### src/rtl/laser_scan_polar_to_cartesian_macros.svh
// Assertion macros shared by the laser scan converter.
// Each macro takes a label, the clock, the active-low reset, a condition and a consequence.
`ifndef LASER_SCAN_POLAR_TO_CARTESIAN_MACROS_SVH
`define LASER_SCAN_POLAR_TO_CARTESIAN_MACROS_SVH
`ifndef ASSERT_OFF
// The consequence must hold in the same cycle as the condition.
`define LSP2C_ASSERT_NOW(lbl, clk, rst_n, ante, cons) \
    lbl: assert property (@(posedge clk) disable iff (!rst_n) (ante) |-> (cons)) \
        else $error("lsp2c: same-cycle check failed");
// The consequence must hold in the cycle after the condition.
`define LSP2C_ASSERT_NEXT(lbl, clk, rst_n, ante, cons) \
    lbl: assert property (@(posedge clk) disable iff (!rst_n) (ante) |=> (cons)) \
        else $error("lsp2c: next-cycle check failed");
`else
`define LSP2C_ASSERT_NOW(lbl, clk, rst_n, ante, cons)
`define LSP2C_ASSERT_NEXT(lbl, clk, rst_n, ante, cons)
`endif
`endif

### src/rtl/lsp2c_pkg.sv
`default_nettype none

package lsp2c_pkg;

    // Field widths of the words on the channels.
    localparam int RANGE_W = 16;
    localparam int COORD_W = 17;
    localparam int IDX_W   = 12;
    localparam int ANG_W   = 20;
    localparam int CFG_ANG_W  = 17;
    localparam int CFG_STEP_W = 15;

    // APB port geometry.
    localparam int APB_AW = 4;
    localparam int APB_DW = 32;

    // Angle constants, radians * 16384.
    localparam int PI_Q14      = 51472;
    localparam int HALF_PI_Q14 = 25736;
    localparam int ACC_MAX     = 524287;

    // Reset values of the registers.
    localparam int START_RST = -51472;
    localparam int STOP_RST  = 51472;
    localparam int STEP_RST  = 57;

    // CORDIC datapath.
    localparam int VEC_W  = 35;
    localparam int GAIN_W = 30;
    localparam logic [GAIN_W-1:0] GAIN_Q30 = 30'd652032874;
    localparam int OUT_LIM = 65535;
    localparam int MAX_STEPS = 24;

    localparam longint ATAN_Q30 [MAX_STEPS] = '{
        843314857, 497837829, 263043837, 133525159, 67021687, 33543516,
        16775851, 8388437, 4194283, 2097149, 1048576, 524288,
        262144, 131072, 65536, 32768, 16384, 8192,
        4096, 2048, 1024, 512, 256, 128
    };

    typedef enum logic [1:0] {
        REG_ANGLE_START = 2'd0,
        REG_ANGLE_STOP  = 2'd1,
        REG_ANGLE_STEP  = 2'd2
    } t_reg_idx;

    typedef struct packed {
        logic signed [CFG_ANG_W-1:0] angle_start;
        logic signed [CFG_ANG_W-1:0] angle_stop;
        logic [CFG_STEP_W-1:0]       angle_step;
        logic                        start_wr;
        logic signed [CFG_ANG_W-1:0] start_wdata;
    } t_cfg;

    typedef struct packed {
        logic                        start;
        logic [RANGE_W-1:0]          range;
        logic signed [CFG_ANG_W-1:0] angle;
        logic                        neg;
    } t_cordic_req;

    typedef struct packed {
        logic                      busy;
        logic                      done;
        logic signed [COORD_W-1:0] x;
        logic signed [COORD_W-1:0] y;
    } t_cordic_rsp;

    // Arctangent of 2^-i rounded to the scale 2^ab per radian.
    function automatic logic [31:0] atan_step(input int i, input int ab);
        longint a;
        a = ATAN_Q30[i];
        return 32'((a + (longint'(1) << (29 - ab))) >>> (30 - ab));
    endfunction

endpackage

`default_nettype wire

### src/rtl/lsp2c_ifs.sv
`default_nettype none

interface lsp2c_scan_if;
    logic                              valid;
    logic                              ready;
    logic [lsp2c_pkg::RANGE_W-1:0]     range_mm;
    logic                              range_finite;
    logic                              scan_end;

    modport source (output valid, output range_mm, output range_finite, output scan_end,
                    input ready);
    modport sink   (input valid, input range_mm, input range_finite, input scan_end,
                    output ready);
endinterface

interface lsp2c_point_if;
    logic                                valid;
    logic                                ready;
    logic signed [lsp2c_pkg::COORD_W-1:0] point_x;
    logic signed [lsp2c_pkg::COORD_W-1:0] point_y;
    logic [lsp2c_pkg::IDX_W-1:0]         beam_index;
    logic                                point_valid;
    logic                                last_of_scan;

    modport source (output valid, output point_x, output point_y, output beam_index,
                    output point_valid, output last_of_scan, input ready);
    modport sink   (input valid, input point_x, input point_y, input beam_index,
                    input point_valid, input last_of_scan, output ready);
endinterface

`default_nettype wire

### src/rtl/lsp2c_cfg.sv
`default_nettype none

// APB register file for the three angle registers.
module lsp2c_cfg (
    input  wire logic                            i_clk,
    input  wire logic                            i_rst_n,
    input  wire logic                            psel,
    input  wire logic                            penable,
    input  wire logic                            pwrite,
    input  wire logic [lsp2c_pkg::APB_AW-1:0]    paddr,
    input  wire logic [lsp2c_pkg::APB_DW-1:0]    pwdata,
    output logic      [lsp2c_pkg::APB_DW-1:0]    prdata,
    output logic                                 pready,
    output lsp2c_pkg::t_cfg                      o_cfg
);

    logic signed [lsp2c_pkg::CFG_ANG_W-1:0] r_start, r_stop;
    logic [lsp2c_pkg::CFG_STEP_W-1:0]       r_step;
    logic                                   w_wr;
    lsp2c_pkg::t_reg_idx                    w_idx;

    assign pready = 1'b1;
    assign w_wr   = psel && penable && pwrite;
    assign w_idx  = lsp2c_pkg::t_reg_idx'(paddr[3:2]);

    always_ff @(posedge i_clk) begin
        if (!i_rst_n) begin
            r_start <= lsp2c_pkg::CFG_ANG_W'(lsp2c_pkg::START_RST);
            r_stop  <= lsp2c_pkg::CFG_ANG_W'(lsp2c_pkg::STOP_RST);
            r_step  <= lsp2c_pkg::CFG_STEP_W'(lsp2c_pkg::STEP_RST);
        end else if (w_wr) begin
            case (w_idx)
                lsp2c_pkg::REG_ANGLE_START: r_start <= pwdata[lsp2c_pkg::CFG_ANG_W-1:0];
                lsp2c_pkg::REG_ANGLE_STOP:  r_stop  <= pwdata[lsp2c_pkg::CFG_ANG_W-1:0];
                lsp2c_pkg::REG_ANGLE_STEP:  r_step  <= pwdata[lsp2c_pkg::CFG_STEP_W-1:0];
                default: ;
            endcase
        end
    end

    always_comb begin
        case (w_idx)
            lsp2c_pkg::REG_ANGLE_START: prdata = lsp2c_pkg::APB_DW'(r_start);
            lsp2c_pkg::REG_ANGLE_STOP:  prdata = lsp2c_pkg::APB_DW'(r_stop);
            lsp2c_pkg::REG_ANGLE_STEP:  prdata = lsp2c_pkg::APB_DW'(r_step);
            default:                    prdata = '0;
        endcase
    end

    always_comb begin
        o_cfg.angle_start = r_start;
        o_cfg.angle_stop  = r_stop;
        o_cfg.angle_step  = r_step;
        o_cfg.start_wr    = w_wr && (w_idx == lsp2c_pkg::REG_ANGLE_START);
        o_cfg.start_wdata = pwdata[lsp2c_pkg::CFG_ANG_W-1:0];
    end

endmodule

`default_nettype wire

### src/rtl/lsp2c_cordic.sv
`default_nettype none

// Iterative rotation-mode CORDIC: one gain multiply, then one shift-add
// micro-rotation per cycle, then rounding and saturation.
module lsp2c_cordic #(
    parameter int ANGLE_BITS   = 18,
    parameter int CORDIC_STEPS = 16
) (
    input  wire logic                i_clk,
    input  wire logic                i_rst_n,
    input  wire lsp2c_pkg::t_cordic_req i_req,
    output lsp2c_pkg::t_cordic_rsp   o_rsp
);

    localparam int ZW = ANGLE_BITS + 4;
    localparam int CW = (CORDIC_STEPS > 1) ? $clog2(CORDIC_STEPS) : 1;
    localparam int PW = lsp2c_pkg::RANGE_W + lsp2c_pkg::GAIN_W;
    localparam int VW = lsp2c_pkg::VEC_W;
    localparam int RW = VW - 16;
    localparam int SH = ANGLE_BITS - 14;

    typedef enum logic [3:0] {
        CS_IDLE  = 4'b0001,
        CS_LOAD  = 4'b0010,
        CS_ITER  = 4'b0100,
        CS_ROUND = 4'b1000
    } t_cs_state;

    t_cs_state r_state, n_state;
    logic [CW-1:0]                  r_cnt;
    logic [lsp2c_pkg::RANGE_W-1:0]  r_range;
    logic                           r_neg;
    logic                           r_done;
    logic signed [VW-1:0]           r_x, r_y;
    logic signed [ZW-1:0]           r_z;
    logic signed [lsp2c_pkg::COORD_W-1:0] r_xo, r_yo;

    logic [ZW-1:0]                  w_tab [CORDIC_STEPS];
    logic signed [ZW-1:0]           w_z0, w_t;
    logic [PW-1:0]                  w_prod;
    logic signed [VW-1:0]           w_x0, w_dx, w_dy, w_xr, w_yr;
    logic signed [RW-1:0]           w_rx, w_ry;
    logic signed [lsp2c_pkg::COORD_W-1:0] w_sx, w_sy;

    for (genvar g = 0; g < CORDIC_STEPS; g++) begin : g_tab
        assign w_tab[g] = ZW'(lsp2c_pkg::atan_step(g, ANGLE_BITS));
    end

    assign w_z0   = ZW'(i_req.angle) <<< SH;
    assign w_t    = w_tab[r_cnt];
    assign w_prod = PW'(r_range) * PW'(lsp2c_pkg::GAIN_Q30);
    assign w_x0   = VW'((w_prod + PW'(8192)) >> 14);
    assign w_dx   = r_y >>> r_cnt;
    assign w_dy   = r_x >>> r_cnt;
    assign w_xr   = r_x + (VW'(1) <<< 15);
    assign w_yr   = r_y + (VW'(1) <<< 15);

    function automatic logic signed [lsp2c_pkg::COORD_W-1:0] sat_out(
        input logic signed [RW-1:0] v, input logic neg);
        logic signed [RW-1:0] s;
        s = neg ? -v : v;
        if (s > RW'(lsp2c_pkg::OUT_LIM))
            return lsp2c_pkg::COORD_W'(lsp2c_pkg::OUT_LIM);
        if (s < -RW'(lsp2c_pkg::OUT_LIM))
            return -lsp2c_pkg::COORD_W'(lsp2c_pkg::OUT_LIM);
        return s[lsp2c_pkg::COORD_W-1:0];
    endfunction

    assign w_rx = w_xr[VW-1:16];
    assign w_ry = w_yr[VW-1:16];
    assign w_sx = sat_out(w_rx, r_neg);
    assign w_sy = sat_out(w_ry, r_neg);

    always_comb begin
        n_state = r_state;
        case (r_state)
            CS_IDLE:  if (i_req.start) n_state = CS_LOAD;
            CS_LOAD:  n_state = CS_ITER;
            CS_ITER:  if (r_cnt == CW'(CORDIC_STEPS - 1)) n_state = CS_ROUND;
            CS_ROUND: n_state = CS_IDLE;
            default:  n_state = CS_IDLE;
        endcase
    end

    always_ff @(posedge i_clk) begin
        if (!i_rst_n) begin
            r_state <= CS_IDLE;
            r_done  <= 1'b0;
        end else begin
            r_state <= n_state;
            r_done  <= (r_state == CS_ROUND);
        end
    end

    always_ff @(posedge i_clk) begin
        case (r_state)
            CS_IDLE: begin
                if (i_req.start) begin
                    r_range <= i_req.range;
                    r_neg   <= i_req.neg;
                    r_z     <= w_z0;
                end
            end
            CS_LOAD: begin
                r_x   <= w_x0;
                r_y   <= '0;
                r_cnt <= '0;
            end
            CS_ITER: begin
                if (r_z >= 0) begin
                    r_x <= r_x - w_dx;
                    r_y <= r_y + w_dy;
                    r_z <= r_z - w_t;
                end else begin
                    r_x <= r_x + w_dx;
                    r_y <= r_y - w_dy;
                    r_z <= r_z + w_t;
                end
                r_cnt <= r_cnt + CW'(1);
            end
            CS_ROUND: begin
                r_xo <= w_sx;
                r_yo <= w_sy;
            end
            default: ;
        endcase
    end

    always_comb begin
        o_rsp.busy = (r_state != CS_IDLE);
        o_rsp.done = r_done;
        o_rsp.x    = r_xo;
        o_rsp.y    = r_yo;
    end

endmodule

`default_nettype wire

### src/rtl/laser_scan_polar_to_cartesian.sv
// Polar-to-Cartesian converter for a rotating range scan.
// Samples enter on i_scan (valid/ready, one word per sample: range, finite flag,
// end-of-scan flag). Points leave on o_point (valid/ready). The three angle
// registers (start, stop, step, radians * 16384) sit on the APB port at byte
// addresses 0, 4 and 8; pready is always high and writes complete in the access cycle.
// A finite sample at or below the stop angle is rotated by an iterative CORDIC.
// The point appears on o_point in the same cycle as the input is ready again. On the
// way, a converted sample passes the gain load, the micro-rotations in the single
// shift-add rotation unit, one micro-rotation per cycle, the rounding step and the
// handoffs into and out of the rotation unit, and no further sample is accepted
// until its point has been loaded into the output register.
// A dropped sample that ends the scan yields a bare end marker, loaded from the push
// state as soon as the output register is free; any other dropped sample leaves the
// block idle and ready for the next sample and produces no word.
// The output word sits in its own register, so a stalled receiver holds only that
// word: the block still accepts and processes the next sample, and only waits if a
// second result is ready before the first one has been taken.
// After the synchronous reset the registers hold their reset values, the beam angle
// equals the start angle, the beam index is zero and no output word is pending.
`default_nettype none
`include "laser_scan_polar_to_cartesian_macros.svh"

module laser_scan_polar_to_cartesian #(
    parameter int ANGLE_BITS   = 18,
    parameter int RANGE_BITS   = 16,
    parameter int CORDIC_STEPS = 16,
    parameter int MAX_BEAMS    = 4096
) (
    input  wire logic                         i_clk,
    input  wire logic                         i_rst_n,
    lsp2c_scan_if.sink                        i_scan,
    lsp2c_point_if.source                     o_point,
    input  wire logic                         psel,
    input  wire logic                         penable,
    input  wire logic                         pwrite,
    input  wire logic [lsp2c_pkg::APB_AW-1:0] paddr,
    input  wire logic [lsp2c_pkg::APB_DW-1:0] pwdata,
    output logic      [lsp2c_pkg::APB_DW-1:0] prdata,
    output logic                              pready
);

    localparam int AW = lsp2c_pkg::ANG_W;
    localparam int RMAX = (RANGE_BITS >= lsp2c_pkg::RANGE_W) ?
                          (2 ** lsp2c_pkg::RANGE_W) - 1 : (2 ** RANGE_BITS) - 1;
    localparam int LIMIT_I = (MAX_BEAMS - 1 < 4095) ? MAX_BEAMS - 1 : 4095;
    localparam logic [lsp2c_pkg::IDX_W-1:0] LIMIT = lsp2c_pkg::IDX_W'(LIMIT_I);

    // The control sequencer: idle and ready, waiting on the CORDIC, or holding a
    // finished result until the output register frees up.
    typedef enum logic [2:0] {
        ST_IDLE = 3'b001,
        ST_BUSY = 3'b010,
        ST_PUSH = 3'b100
    } t_state;

    t_state r_state, n_state;

    lsp2c_pkg::t_cfg        w_cfg;
    lsp2c_pkg::t_cordic_req w_req;
    lsp2c_pkg::t_cordic_rsp w_rsp;

    // Scan state.
    logic signed [AW-1:0]          r_angle;
    logic [lsp2c_pkg::IDX_W-1:0]   r_count;
    logic                          r_beyond;

    // Sideband of the item in flight.
    logic [lsp2c_pkg::IDX_W-1:0]   r_idx;
    logic                          r_conv;
    logic                          r_end;

    // Output register.
    logic                                 r_ovalid;
    logic signed [lsp2c_pkg::COORD_W-1:0] r_ox, r_oy;
    logic [lsp2c_pkg::IDX_W-1:0]          r_oidx;
    logic                                 r_opv, r_olast;

    logic                          w_accept, w_out_free, w_load;
    logic                          w_beyond, w_conv;
    logic signed [AW:0]            w_sum;
    logic signed [AW-1:0]          w_next, w_fold;
    logic                          w_neg;
    logic [lsp2c_pkg::RANGE_W-1:0] w_range;

    lsp2c_cfg u_cfg (
        .i_clk   (i_clk),
        .i_rst_n (i_rst_n),
        .psel    (psel),
        .penable (penable),
        .pwrite  (pwrite),
        .paddr   (paddr),
        .pwdata  (pwdata),
        .prdata  (prdata),
        .pready  (pready),
        .o_cfg   (w_cfg)
    );

    lsp2c_cordic #(
        .ANGLE_BITS   (ANGLE_BITS),
        .CORDIC_STEPS (CORDIC_STEPS)
    ) u_cordic (
        .i_clk   (i_clk),
        .i_rst_n (i_rst_n),
        .i_req   (w_req),
        .o_rsp   (w_rsp)
    );

    assign i_scan.ready = (r_state == ST_IDLE);
    assign w_accept     = i_scan.valid && i_scan.ready;
    assign w_out_free   = !r_ovalid || o_point.ready;

    // Once an angle passes the stop angle, the rest of the scan is dropped.
    assign w_beyond = r_beyond || (r_angle > AW'(w_cfg.angle_stop));
    assign w_conv   = i_scan.range_finite && !w_beyond;

    // The running angle saturates at the top; the step is never negative.
    assign w_sum  = (AW + 1)'(r_angle) + (AW + 1)'($signed({1'b0, w_cfg.angle_step}));
    assign w_next = (w_sum > (AW + 1)'(lsp2c_pkg::ACC_MAX)) ?
                    AW'(lsp2c_pkg::ACC_MAX) : w_sum[AW-1:0];

    // Fold the angle into the right half plane; a folded point is negated later.
    always_comb begin
        w_fold = r_angle;
        w_neg  = 1'b0;
        if (r_angle > AW'(lsp2c_pkg::HALF_PI_Q14)) begin
            w_fold = r_angle - AW'(lsp2c_pkg::PI_Q14);
            w_neg  = 1'b1;
        end else if (r_angle < -AW'(lsp2c_pkg::HALF_PI_Q14)) begin
            w_fold = r_angle + AW'(lsp2c_pkg::PI_Q14);
            w_neg  = 1'b1;
        end
    end

    assign w_range = (32'(i_scan.range_mm) > 32'(RMAX)) ?
                     lsp2c_pkg::RANGE_W'(RMAX) : i_scan.range_mm;

    always_comb begin
        w_req.start = w_accept && w_conv;
        w_req.range = w_range;
        w_req.angle = w_fold[lsp2c_pkg::CFG_ANG_W-1:0];
        w_req.neg   = w_neg;
    end

    always_comb begin
        n_state = r_state;
        w_load  = 1'b0;
        case (r_state)
            ST_IDLE: begin
                if (w_accept && w_conv) begin
                    n_state = ST_BUSY;
                end else if (w_accept && i_scan.scan_end) begin
                    n_state = ST_PUSH;
                end
            end
            ST_BUSY: begin
                if (w_rsp.done) begin
                    if (w_out_free) begin
                        w_load  = 1'b1;
                        n_state = ST_IDLE;
                    end else begin
                        n_state = ST_PUSH;
                    end
                end
            end
            ST_PUSH: begin
                if (w_out_free) begin
                    w_load  = 1'b1;
                    n_state = ST_IDLE;
                end
            end
            default: n_state = ST_IDLE;
        endcase
    end

    always_ff @(posedge i_clk) begin
        if (!i_rst_n) begin
            r_state  <= ST_IDLE;
            r_angle  <= AW'(lsp2c_pkg::START_RST);
            r_count  <= '0;
            r_beyond <= 1'b0;
            r_ovalid <= 1'b0;
        end else begin
            r_state <= n_state;
            if (w_accept) begin
                if (i_scan.scan_end) begin
                    r_angle  <= AW'(w_cfg.angle_start);
                    r_count  <= '0;
                    r_beyond <= 1'b0;
                end else begin
                    r_angle  <= w_next;
                    r_beyond <= w_beyond;
                    if (r_count < LIMIT) begin
                        r_count <= r_count + lsp2c_pkg::IDX_W'(1);
                    end
                end
            end else if (w_cfg.start_wr && (r_count == '0)) begin
                // A new start angle applies at once while the scan is untouched.
                r_angle <= AW'(w_cfg.start_wdata);
            end
            if (w_load) begin
                r_ovalid <= 1'b1;
            end else if (o_point.ready) begin
                r_ovalid <= 1'b0;
            end
        end
    end

    always_ff @(posedge i_clk) begin
        if (w_accept) begin
            r_idx  <= r_count;
            r_conv <= w_conv;
            r_end  <= i_scan.scan_end;
        end
        if (w_load) begin
            r_ox    <= r_conv ? w_rsp.x : '0;
            r_oy    <= r_conv ? w_rsp.y : '0;
            r_oidx  <= r_idx;
            r_opv   <= r_conv;
            r_olast <= r_end;
        end
    end

    assign o_point.valid        = r_ovalid;
    assign o_point.point_x      = r_ox;
    assign o_point.point_y      = r_oy;
    assign o_point.beam_index   = r_oidx;
    assign o_point.point_valid  = r_opv;
    assign o_point.last_of_scan = r_olast;

    // A converted sample always sets the rotation unit running.
    `LSP2C_ASSERT_NEXT(a_start_busy, i_clk, i_rst_n, w_accept && w_conv, w_rsp.busy)
    // The rotation unit only finishes while the sequencer waits on it.
    `LSP2C_ASSERT_NOW(a_done_in_busy, i_clk, i_rst_n, w_rsp.done, r_state == ST_BUSY)
    // The input is never offered while the rotation unit still works.
    `LSP2C_ASSERT_NOW(a_ready_idle, i_clk, i_rst_n, i_scan.ready, !w_rsp.busy)
    // A bare end marker has zero coordinates and closes a scan.
    `LSP2C_ASSERT_NOW(a_bare_marker, i_clk, i_rst_n, r_ovalid && !r_opv,
                      r_olast && (r_ox == '0) && (r_oy == '0))

endmodule

`default_nettype wire

### src/flat_wrapper.sv
// flat-port wrapper written by rule: the top's interface ports become plain ports
module laser_scan_polar_to_cartesian_flat 
#(
    parameter int ANGLE_BITS   = 18,
    parameter int RANGE_BITS   = 16,
    parameter int CORDIC_STEPS = 16,
    parameter int MAX_BEAMS    = 4096
)
  (i_clk, i_rst_n, psel, penable, pwrite, paddr, pwdata, prdata, pready, i_scan_valid, i_scan_range_mm, i_scan_range_finite, i_scan_scan_end, i_scan_ready, o_point_valid, o_point_point_x, o_point_point_y, o_point_beam_index, o_point_point_valid, o_point_last_of_scan, o_point_ready);
  lsp2c_scan_if i_scan_i ();
  lsp2c_point_if o_point_i ();
  input  wire logic i_clk;
  input  wire logic i_rst_n;
  input  wire logic psel;
  input  wire logic penable;
  input  wire logic pwrite;
  input  wire logic [lsp2c_pkg::APB_AW-1:0] paddr;
  input  wire logic [lsp2c_pkg::APB_DW-1:0] pwdata;
  output logic      [lsp2c_pkg::APB_DW-1:0] prdata;
  output logic pready;
  input wire logic [$bits(i_scan_i.valid)-1:0] i_scan_valid;
  input wire logic [$bits(i_scan_i.range_mm)-1:0] i_scan_range_mm;
  input wire logic [$bits(i_scan_i.range_finite)-1:0] i_scan_range_finite;
  input wire logic [$bits(i_scan_i.scan_end)-1:0] i_scan_scan_end;
  output wire logic [$bits(i_scan_i.ready)-1:0] i_scan_ready;
  output wire logic [$bits(o_point_i.valid)-1:0] o_point_valid;
  output wire logic [$bits(o_point_i.point_x)-1:0] o_point_point_x;
  output wire logic [$bits(o_point_i.point_y)-1:0] o_point_point_y;
  output wire logic [$bits(o_point_i.beam_index)-1:0] o_point_beam_index;
  output wire logic [$bits(o_point_i.point_valid)-1:0] o_point_point_valid;
  output wire logic [$bits(o_point_i.last_of_scan)-1:0] o_point_last_of_scan;
  input wire logic [$bits(o_point_i.ready)-1:0] o_point_ready;
  assign i_scan_i.valid = i_scan_valid;
  assign i_scan_i.range_mm = i_scan_range_mm;
  assign i_scan_i.range_finite = i_scan_range_finite;
  assign i_scan_i.scan_end = i_scan_scan_end;
  assign i_scan_ready = i_scan_i.ready;
  assign o_point_valid = o_point_i.valid;
  assign o_point_point_x = o_point_i.point_x;
  assign o_point_point_y = o_point_i.point_y;
  assign o_point_beam_index = o_point_i.beam_index;
  assign o_point_point_valid = o_point_i.point_valid;
  assign o_point_last_of_scan = o_point_i.last_of_scan;
  assign o_point_i.ready = o_point_ready;
  laser_scan_polar_to_cartesian #(.ANGLE_BITS(ANGLE_BITS), .RANGE_BITS(RANGE_BITS), .CORDIC_STEPS(CORDIC_STEPS), .MAX_BEAMS(MAX_BEAMS)) u_core (.i_clk(i_clk), .i_rst_n(i_rst_n), .i_scan(i_scan_i), .o_point(o_point_i), .psel(psel), .penable(penable), .pwrite(pwrite), .paddr(paddr), .pwdata(pwdata), .prdata(prdata), .pready(pready));
endmodule
### config.mk
export PLATFORM = sky130hd
export DESIGN_NAME = laser_scan_polar_to_cartesian_flat
export DESIGN_NICKNAME = d
export VERILOG_FILES = /design/src/rtl/lsp2c_pkg.sv /design/src/rtl/lsp2c_ifs.sv /design/src/rtl/lsp2c_cfg.sv /design/src/rtl/lsp2c_cordic.sv /design/src/rtl/laser_scan_polar_to_cartesian.sv /design/src/flat_wrapper.sv
export VERILOG_INCLUDE_DIRS = /design/src /design/src/rtl
export SDC_FILE = /design/constraint.sdc
export NUM_CORES = 2
export LEC_CHECK = 0
export BUFFER_PORTS_ARGS = -buffer_cell sky130_fd_sc_hd__buf_2
export CAP_MARGIN = 20
export CORE_ASPECT_RATIO = 1.75
export CORE_MARGIN = 4
export CORE_UTILIZATION = 45
export DETAILED_ROUTE_END_ITERATION = 6
export MAX_ROUTING_LAYER = met4
export SLEW_MARGIN = 20
export SYNTH_ARGS = -nofsm -noshare
export SYNTH_HDL_FRONTEND = slang
export SYNTH_SLANG_ARGS = --single-unit
### constraint.sdc
create_clock -name i_clk -period 10.3 [get_ports i_clk]
set_clock_uncertainty 0.1 [all_clocks]
set_input_delay 0.515 -clock i_clk [delete_from_list [all_inputs] [get_ports i_clk]]
set_output_delay 0.515 -clock i_clk [all_outputs]
set_load 0.03 [all_outputs]
==> out/results.ini <==
[synth]
ys_warn_count=0
synth_fp_nets=4358
synth-async-reset-ratio_pct=0
syn_area_sq_um=34000
synthTopCellsByArea=edfxtp_1 18%, ha_1 11%, fa_1 10%
synth-seq-cells=300
ys.flop_type=edfxtp_1
synth-edff-count=209
yosysUniqueCellTypes=94
syn_inst=3819
avgSynthCellArea_sq_um=8.90
synth.top_cell.area_share_pct=18.5
yosysTopAreaCell=edfxtp_1
synth_seq_area_share_pct=23.8

[floorplan]
initial_core_util_pct=45.3
ios=144
design.core.area_sq_um=75100
rows=133
die-height_um=372
die_w_um=216
dieArea_sq_um=80200

[critical_path]
worstPathRequired_ps=10510
end_kind=register
criticalPathCategory=register to register
crit_fanout=9
crit_path_start_kind=register
arrival_ps=8770

[run]
cap_violations=0

[sta]
finalSetupViolCount=0
finalCritPeriodShare_pct=83.1
period_needed_ps=8560
fin_setup_tns_ps=0
setup_ws_ps=1740
finalHoldViolations=0
relSlewSlack_pct=28.4
slew_viol_final=0
tightest_slew_ps=1060
rsz0062_at_grt=no
clock.fmax_mhz=117

[worst_hold_path]
worstHoldPathType=input pin to register

[drt]
vias=27400
final_antenna_net_count=0
viasPerCell=5.62
drc=0
wirelength_mm=93.5
drt-initial-drc-count=1333
routedWlPerCell_um=19.2
dr.pass1.iters=5

[grt]
antenna_found_initial=1
grt_overflow=0
grt_pass1_wl_mm=150
grtUsageTotal_pct=23.8
grt_pass1_vias=28200
grt_max_degree=78

[placed_design]
dp_slack_ps=1760
gp_congestion=0.991
dpl_cell_area_sq_um=35400
port_buffers=125
hpwl_mm=75.2

[finish]
areaGrowthSynthToFinish_pct=7.81
stdcell_area_sq_um=36700
drive_gt1_share_pct=9.74
fin_nets=4383
fin_util_pct=48.9
layout_commonest_cell=nand2_1
mostFrequentLayoutCells=400 x nand2_1, 366 x inv_1, 306 x ha_1

[cts]
hold_buffers=16
cts_tree=built
ctsLongestPathBuffers=3
ctsResizeCount=0
cts_sinks=300
cts-root-buf=clkbuf_16
numCtsBuffers=35
clock_latency_ps=580
htree_levels=2
postCtsSetupBuffers=0
clkTransAtPathRegs_ps=60

[run_status]
status=finished clean

[cell families (layout without fill, tap and decap cells)]
group | count (synthesis) | after routing | synth area share (%)
flops | 300 | 300 | 23.8
buf+inv | 557 | 609 | 6.52
compound gates | 855 | 855 | 15.9
mux | 168 | 168 | 7.90
xor+xnor | 328 | 328 | 8.47
fa+ha+maj | 478 | 478 | 21.4
other cells | 1 | 2 | 0.0110
simple gates | 1132 | 1132 | 16.0
[through the flow]
step                std cells  hold slack (ps)
floorplan                3819              300
global placement         4803              303
detailed placement       4803              305
CTS                      4883             71.3
global route             4884             93.6
finish                   4884              112
[Yosys cell counts (all sizes together) (9+ instances only)]
| cell type | count |
|---|---|
| o21ai | 260 |
| o21a | 24 |
| a31o | 10 |
| clkbuf | 126 |
| mux2i | 67 |
| buf | 60 |
| o211ai | 25 |
| xor2 | 142 |
| nand2 | 401 |
| nor4 | 21 |
| mux4 | 78 |
| dfxtp | 91 |
| nor3b | 10 |
| xnor2 | 186 |
| or2 | 27 |
| nand2b | 43 |
| and3 | 40 |
| or3 | 17 |
| nand3 | 101 |
| a211oi | 24 |
| a21boi | 39 |
| inv | 368 |
| nor2 | 236 |
| ha | 306 |
| o31ai | 22 |
| a22oi | 9 |
| a221o | 10 |
| mux2 | 23 |
| and4 | 12 |
| a21oi | 202 |
| a31oi | 38 |
| fa | 172 |
| nor2b | 35 |
| and2 | 61 |
| nand4 | 38 |
| nor3 | 62 |
| edfxtp | 209 |
| o21bai | 29 |
| o22ai | 19 |
| a21o | 73 |
[critical path, cell delays in order (launching register included)]
cell	delay, ps
edfxtp_1	630
ha_1	510
inv_1	130
fa_1	530
fa_1	610
inv_1	80
fa_1	500
fa_1	610
inv_1	80
fa_1	410
inv_1	60
ha_1	320
a21oi_1	340
o21ai_0	180
a21oi_1	240
o211ai_1	130
a22o_1	270
nor4_4	420
nand4_1	240
or4_1	720
nor4_4	330
mux2i_1	120
or4_1	560
a21o_1	170
[path summary, 6_finish.rpt]
check / startpoint / to / slack, ps / cells past startpoint
max: u_core.u_cordic.r_range[8] / u_core.u_cordic.r_x[31] / 1740 / 23
min: pwdata[3] / u_core.u_cfg.r_step[3] / 110 / 3
max reg2reg: u_core.u_cordic.r_range[8] / u_core.u_cordic.r_x[31] / 1740 / 23
min reg2reg: u_core.r_idx[8] / u_core.o_point.beam_index[8] / 320 / 0
[per-layer routing]
| metal | GRT usage (%) | routed length [um] |
|---|---|---|
| met1 | 23.5 | 33600 |
| met5 | - | 0 |
| met4 | 12.4 | 5790 |
| met2 | 46.0 | 51400 |
| met3 | 2.07 | 2670 |
[layout make-up]
cell class	count	area [sq um]
diodes	1	2.50
clock buffers	43	916
clock inverters	21	213
fillers	7246	38400
inverters	371	1390
multi-input cells	2962	23700
flip-flops and latches	300	8100
well taps	1012	1270
repair buffers	174	1050
[sequential cells by signal, summed over array words and instances, names as in the netlist, 3 cells and up]
name / cells
u_core.r_count: 12
u_core.r_idx: 12
u_core.u_cfg.r_start: 17
u_core.u_cordic.r_yo: 17
u_core.u_cordic.r_x: 35
u_core.r_state: 3
u_core.r_angle: 20
u_core.u_cordic.r_xo: 17
u_core.o_point.beam_index: 12
u_core.u_cordic.r_cnt: 4
u_core.u_cordic.r_y: 35
u_core.u_cordic.r_state: 4
u_core.u_cordic.r_z: 22
u_core.u_cfg.r_stop: 17
u_core.u_cfg.r_step: 15
u_core.o_point.point_y: 17
u_core.o_point.point_x: 17
u_core.u_cordic.r_range: 16
Power is not shown: default switching activity piles up to over one toggle a cycle in this logic, so the estimate is an artifact.
